## config.mk

```make
export PLATFORM = sky130hd
export DESIGN_NAME = dtl_sqrt
export DESIGN_NICKNAME = d
export VERILOG_FILES = /design/src/hw/rtl/assert_macros.svh /design/src/hw/rtl/dtl_pkg.sv /design/src/hw/rtl/dtl_sqrt.sv
export SDC_FILE = /design/constraint.sdc
export NUM_CORES = 2
export LEC_CHECK = 0
export BUFFER_PORTS_ARGS = -buffer_cell sky130_fd_sc_hd__buf_2
export CAP_MARGIN = 20
export CORE_MARGIN = 2
export CORE_UTILIZATION = 24
export CTS_CLUSTER_DIAMETER = 60
export CTS_CLUSTER_SIZE = 20
export DETAILED_ROUTE_END_ITERATION = 8
export GPL_TIMING_DRIVEN = 0
export HOLD_SLACK_MARGIN = 0.12
export PLACE_DENSITY = 0.36
export SYNTH_ARGS = -nofsm -noshare
export SYNTH_HDL_FRONTEND = slang
export SYNTH_SLANG_ARGS = --single-unit
```

## constraint.sdc

```tcl
create_clock -name clock -period 3.92 [get_ports clock]
set_clock_uncertainty 0.2 [all_clocks]
set_input_delay 0.784 -clock clock [delete_from_list [all_inputs] [get_ports clock]]
set_output_delay 0.784 -clock clock [all_outputs]
set_load 0.005 [all_outputs]
```

## src/hw/rtl/assert_macros.svh

```systemverilog
// Assertion helpers for the RTL
`ifndef ASSERT_MACROS_SVH
`define ASSERT_MACROS_SVH

// same-cycle implication, checked on the rising edge of clock
`define DTL_ASSERT_IMPLIES(label, ante, cons) \
   label: assert property (@(posedge clock) disable iff (reset) (ante) |-> (cons)) \
      else $error("assertion failed");

// next-cycle implication
`define DTL_ASSERT_NEXT(label, ante, cons) \
   label: assert property (@(posedge clock) disable iff (reset) (ante) |=> (cons)) \
      else $error("assertion failed");

`endif

```

## src/hw/rtl/dtl_pkg.sv

```systemverilog
package dtl_pkg;

   localparam int RootBits = 31;
   localparam logic [30:0] ONE_Q30 = 31'h4000_0000;
   localparam logic [30:0] EPS_Q30 = 31'd10737;
   localparam logic [31:0] INV_PI_Q30 = 32'd341782638;

   typedef logic [29:0] angle_step_type;
   localparam angle_step_type ATAN_TABLE [0:9] = '{
      30'd268435456, 30'd158466703, 30'd83729454, 30'd42502378, 30'd21333666,
      30'd10677233, 30'd5339919, 30'd2670123, 30'd1335082, 30'd667543
   };

   // rotation angle of CORDIC step i in half turns, Q0.30
   function automatic angle_step_type atan_step(input int i);
      logic [31:0] acc;
      acc = '0;
      if (i < 10) begin
         return ATAN_TABLE[i];
      end
      acc = (INV_PI_Q30 + (32'd1 << (i - 1))) >> i;
      return acc[29:0];
   endfunction

endpackage

```

## src/hw/rtl/dtl_sqrt.sv

```systemverilog
module dtl_sqrt #(
   parameter int SideWidth = 1
) (
   input  logic                 clock,
   input  logic                 reset,
   input  logic                 in_valid,
   input  logic [60:0]          in_n,
   input  logic [SideWidth-1:0] in_side,
   output logic                 out_valid,
   output logic [30:0]          out_root,
   output logic [SideWidth-1:0] out_side
);
   import dtl_pkg::*;

   logic                 valid_ff [0:RootBits];
   logic [63:0]          rem_ff   [0:RootBits];
   logic [30:0]          root_ff  [0:RootBits];
   logic [SideWidth-1:0] side_ff  [0:RootBits];

   always_ff @(posedge clock) begin
      if (reset) valid_ff[0] <= 1'b0;
      else valid_ff[0] <= in_valid;
   end

   always_ff @(posedge clock) begin
      rem_ff[0]  <= {3'b0, in_n};
      root_ff[0] <= '0;
      side_ff[0] <= in_side;
   end

   // one root bit per stage, most significant first
   for (genvar s = 0; s < RootBits; s++) begin : g_step
      localparam int K = RootBits - 1 - s;
      logic [63:0] trial;
      logic        take;

      assign trial = ({33'b0, root_ff[s]} << (K + 1)) + (64'd1 << (2 * K));
      assign take  = rem_ff[s] >= trial;

      always_ff @(posedge clock) begin
         if (reset) valid_ff[s+1] <= 1'b0;
         else valid_ff[s+1] <= valid_ff[s];
      end

      always_ff @(posedge clock) begin
         rem_ff[s+1]  <= take ? rem_ff[s] - trial : rem_ff[s];
         root_ff[s+1] <= root_ff[s] | ({30'b0, take} << K);
         side_ff[s+1] <= side_ff[s];
      end
   end

   assign out_valid = valid_ff[RootBits];
   assign out_root  = root_ff[RootBits];
   assign out_side  = side_ff[RootBits];

endmodule

```

Word level (Yosys, flattened, before mapping)
Memory sizes are Yosys's and may differ from the RTL's. Index checks and enable logic that the tools add are counted.

Memories kept: 4. Output and inout bits: 33. RAM bits: 3104. Register bits after elaboration: 0. Word-level logic and storage cells: 226. Bits of input ports: 65.

Add/subtract/negate cells: 62. Multiplexer cells: 66. Order comparisons: 31. Bitwise logic cells: 63.

Memory list: rem_ff (words 32, bits a word 64, rd ports 31, clocked after Yosys merged registers in 0, wr ports 32, line dtl_sqrt.sv:16) `logic [63:0] rem_ff [0:RootBits];`; root_ff (words 32, bits a word 31, rd ports 32, clocked after Yosys merged registers in 0, wr ports 32, line dtl_sqrt.sv:17) `logic [30:0] root_ff [0:RootBits];`; side_ff (words 32, bits a word 1, rd ports 32, clocked after Yosys merged registers in 0, wr ports 32, line dtl_sqrt.sv:18) `logic [SideWidth-1:0] side_ff [0:RootBits];`; valid_ff (words 32, bits a word 1, rd ports 32, clocked after Yosys merged registers in 0, wr ports 32, line dtl_sqrt.sv:15) `logic valid_ff [0:RootBits];`.

Operator list (count): two-way mux 64 bit (31); subtractor 64 bit (4); >= comparator 64 bit (3); >= comparator 64 x 36 -> 1 bit (1); >= comparator 64 x 37 -> 1 bit (1); >= comparator 64 x 38 -> 1 bit (1); >= comparator 64 x 39 -> 1 bit (1); >= comparator 64 x 40 -> 1 bit (1); >= comparator 64 x 41 -> 1 bit (1); >= comparator 64 x 42 -> 1 bit (1); >= comparator 64 x 43 -> 1 bit (1); >= comparator 64 x 44 -> 1 bit (1); >= comparator 64 x 45 -> 1 bit (1); >= comparator 64 x 46 -> 1 bit (1); >= comparator 64 x 47 -> 1 bit (1); >= comparator 64 x 48 -> 1 bit (1); >= comparator 64 x 49 -> 1 bit (1); >= comparator 64 x 50 -> 1 bit (1); >= comparator 64 x 51 -> 1 bit (1); >= comparator 64 x 52 -> 1 bit (1); >= comparator 64 x 53 -> 1 bit (1); >= comparator 64 x 54 -> 1 bit (1); >= comparator 64 x 55 -> 1 bit (1); >= comparator 64 x 56 -> 1 bit (1); other kinds (98) (163).

Logic depth before layout (Yosys ltp)
An unclocked memory read counts as a cell.

Word-level depth: 4. Mapped depth: 14.

Worst setup path before layout
No wires, ideal clock.

Path kind: register to register. From: mem root_ff[19][13]. To: mem rem_ff[20][62] (netlist: rem_ff[5][62]). Path slack: 550 ps. Cell stages (with the launch flop): 11. Arrival: 3052 ps. Library setup time: 118 ps. Path through: dfxtp_1 > inv_1 > ha_1 > and4_1 > a21o_1 > a2111oi_0 > o31ai_1 > a21o_1 > a31oi_1 > or3b_2 > xnor2_1.

RTL lines (line): from (decl) (dtl_sqrt.sv:17); to (decl) (dtl_sqrt.sv:16).

==> results by group <==
Status
  • Status: finished, final reports clean

Layout
  • Layout area overhead: 19.80%
  • Layout cells sized above 1: 0.1003
  • Final nets: about 10000
  • Layout filler cell count: 41070
  • Multi-input logic area: 0.04152 mm2
  • Seq. cell area: approximately 0.05 mm2

Pwr
  • Net switching power: 25.17 mW
  • Power Total: 77.85 mW
  • Seq pwr share: 0.460
  • Sw frac: 0.3233
  • Pwr dens: around 690 mW/mm2
  • Maximum VDD drop: 0.3353 mV
  • Power share of the combinational group: 0.184
  • Clock power frac: 0.355
  • Pint: 52.68 mW
  • Leak: 50.16 nW

Routing
  • WL per Instance: 18.73 um
  • DR pass1 iterations: 5
  • Final ANT Viol Nets: 0
  • Vias: approximately 67000
  • Post-DR vias/cell: around 4.4
  • Initial drt markers: 3855
  • Total routed wirelength: 285.6 mm
  • Residual DRC: 0

Placement
  • Pre-CTS setup slack: -1022 ps
  • Port bufs: 97
  • GPL Wtd Cong: 0.8306
  • HPWL Detailed: roughly 230 mm

STA
  • RSZ-0062 raised after global routing: true
  • Final setup vio count: 0
  • Max_slew headroom: 0.3171
  • Setup TNS: 0 ps
  • Setup WS post-layout: 70.60 ps
  • Period utilization: 0.9820
  • Hold slack: roughly 130 ps
  • Pins over their slew limit: 0
  • Period minus WS final: ~3800 ps
  • Fin. Hold Viols: 0
  • Max Freq: 259.8 MHz
  • Slew @ Worst Pin: 1015 ps

Yosys
  • Gate Count Post-Synth: 9351
  • Largest family of logic cells by synthesized area: simple AND/OR/NAND/NOR gates
  • Sequential-to-total area share from yosys stat: 0.5369
  • Synth Area in Adders: 0.06913
  • Yosys warns: 0
  • Mapped cell area: around 0.095 mm2
  • Post-Synth Simple-Gate Area: 0.1520
  • Post-synthesis mux area share: 0.01375
  • Synth Flop Type: dfxtp_1
  • Yosys cell types: 97
  • Avg Cell Area, Syn: 10.12 um2
  • XOR/XNOR Fraction of Synth Area: 0.08012
  • Synth Area in Compound Gates: 0.1129
  • Async set-reset flop share out of synthesis: 0
  • Number of flops mapped to enable cells by yosys: 0
  • #FFs+latches synth: 2539

Die
  • Die X: about 630 um
  • Initial Util: 0.2412
  • Core footprint: 0.3925 mm2
  • Die area: 0.3995 mm2
  • Die Span Y: 632.0 um
  • I/O pin cnt: 98
  • # rows: 230

Hold path
  • Hold Path Depth: 0
  • Type of the worst min-delay path: flip-flop to flip-flop

Setup path
  • Worst EP arrival: 4370 ps
  • Worst Path Required: between 4000 and 5000 ps
  • Critical path capture point type: flip-flop
  • Reg2Reg Depth: 11
  • Worst-path fanout max: 8
  • Critical path type: flip-flop to flip-flop
  • Startpoint Class: flip-flop

Clocking
  • CTS HTree Levels: 5
  • Clk_lat worst skew: 900 ps
  • TritonCTS clock tree: built
  • Clock Tree Root: clkbuf_16
  • CTS Sinks: 2539
  • Num CTS Buffers: 276
  • Longest Clk Path Bufs: 4
  • CTS clock-pin slew for the worst setup and hold paths: 70 ps

GRT
  • First-pass GRT wire length: 429.8 mm
  • Busiest grt layer: met2
  • GR Util met1: 0.1852
  • Largest net degree at the start of global routing: 21
  • GR Layer Usage met2: 0.2331
  • Vias in the first global route: 68490
  • Congestion Overflow GR: 0
  • Initial antenna violation count: 14
  • GR Util All Layers: 0.1396
  • M3 GR Usage: 0.02639

Job
  • Maxcap violations: 0
routing by layer:
metal | vias up | part of all wire
li1 | 33610 | -
met1 | 32140 | 0.46
met2 | 1135 | 0.47
met3 | 359 | 0.047
met4 | 0 | 0.022
met5 | - | 0
what timing repair did:
action | in CTS | in global routing
resized for setup | 125 | 134
setup buffers | 8 | 14
endpoints found under the hold margin | 66 | 0
hold buffers | 65 | 0
setup endpoints to repair | 577 | 460
cloned | 0 | 0
pin swaps | 6 | 23
final timing paths:
| kind | slack (ps) | startpoint | endpoint |
|---|---|---|---|
| hold reg to reg | 130 | side_ff[7][1]$_DFF_P_ | side_ff[8][0]$_DFF_P_ |
| setup reg to reg | 70 | root_ff[18][13]$_DFF_P_ | rem_ff[4][249]$_DFF_P_ |
| hold / removal | 130 | side_ff[7][1]$_DFF_P_ | side_ff[8][0]$_DFF_P_ |
| setup / recovery | 70 | root_ff[18][13]$_DFF_P_ | rem_ff[4][249]$_DFF_P_ |
worst max-delay path: stages, from the launching register on:
cell	delay [ps]
dfxtp_1	420
inv_1	70
ha_1	370
o211ai_1	130
nand2_1	130
a221oi_1	440
a21oi_1	230
a31oi_2	420
o21ai_0	230
a21o_1	320
nor3_1	260
xor2_1	480
per-stage QoR:
stage / util / instances / cell area [um2]
floorplan: - / 9352 / 94670
global placement: 0.2590 / 14670 / 101700
detailed placement: 0.2592 / 14670 / 101700
CTS: 0.2873 / 15230 / 112800
global route: 0.2888 / 15240 / 113400
finish: 0.2889 / 15250 / 113400
area by class of cell:
cell class,instances,share of cell area
Sequential cell,2539,0.4482
Multi-Input combinational cell,5955,0.3661
Clock buffer,307,0.06421
Tap cell,5220,0.05759
Clock inverter,193,0.02246
Inverter,656,0.02171
Timing Repair Buffer,192,0.01200
Buffer,173,0.007348
Antenna cell,14,0.0003089
synth_stat cells (all sizes together), types with 40 or more instances:
cell type | n | area [um2]
a31oi | 41 | 256.5
nor2 | 603 | 2263
o21bai | 45 | 337.8
nor4 | 325 | 2052
nor3 | 295 | 1488
o31ai | 42 | 315.3
o21ai | 358 | 1792
nand2b | 107 | 669.4
buf | 41 | 261.5
clkbuf | 161 | 604.3
nand2 | 509 | 1911
nand4 | 159 | 994.7
ha | 523 | 6544
xor2 | 432 | 3784
nand3 | 157 | 785.8
xnor2 | 434 | 3801
and3 | 40 | 250.2
nor2b | 106 | 665.6
or3 | 110 | 694.4
a21o | 237 | 1779
nor4b | 47 | 411.6
o21a | 91 | 683.2
dfxtp | 2539 | 50830
or4 | 89 | 679.4
mux2 | 100 | 1171
or2 | 48 | 302.8
a21oi | 608 | 3047
inv | 656 | 2462
power by group through the flow:
| stage | clock, mW | sequential, mW | combinational, mW |
|---|---|---|---|
| 2_1_floorplan | 0 | 34.1 | 10.4 |
| 3_3_place_gp | 0 | 36.5 | 14.2 |
| 3_5_place_dp | 0 | 36.5 | 14.1 |
| 4_1_cts | 28.8 | 36.0 | 14.3 |
| 5_1_grt | 29.8 | 36.5 | 16.0 |
| 6_report | 27.7 | 35.8 | 14.4 |
registers in the layout, summed over array words and instances (netlist names):
| register | flops |
|---|---|
| side_ff | 32 |
| rem_ff | 1979 |
| valid_ff | 32 |
| root_ff | 496 |
cells in the final DEF (no fill, tap or decap), drive strengths merged, types with 237 or more instances in the layout:
master	instances
dfxtp	2539
inv	738
a21oi	608
nor2	603
ha	523
nand2	509
clkbuf	443
xnor2	434
xor2	432
o21ai	358
nor4	325
nor3	295
a21o	237
logic make-up after synthesis:
group / count (synthesis)
XOR/XNOR: 866
multiplexers: 113
buffers and inverters: 858
flip-flops: 2539
adder cells (fa/ha/maj): 523
AND/OR/NAND/NOR: 2744
other: 1
AO/OA/AOI/OAI: 1707
Power figures use the tool's default switching activity.
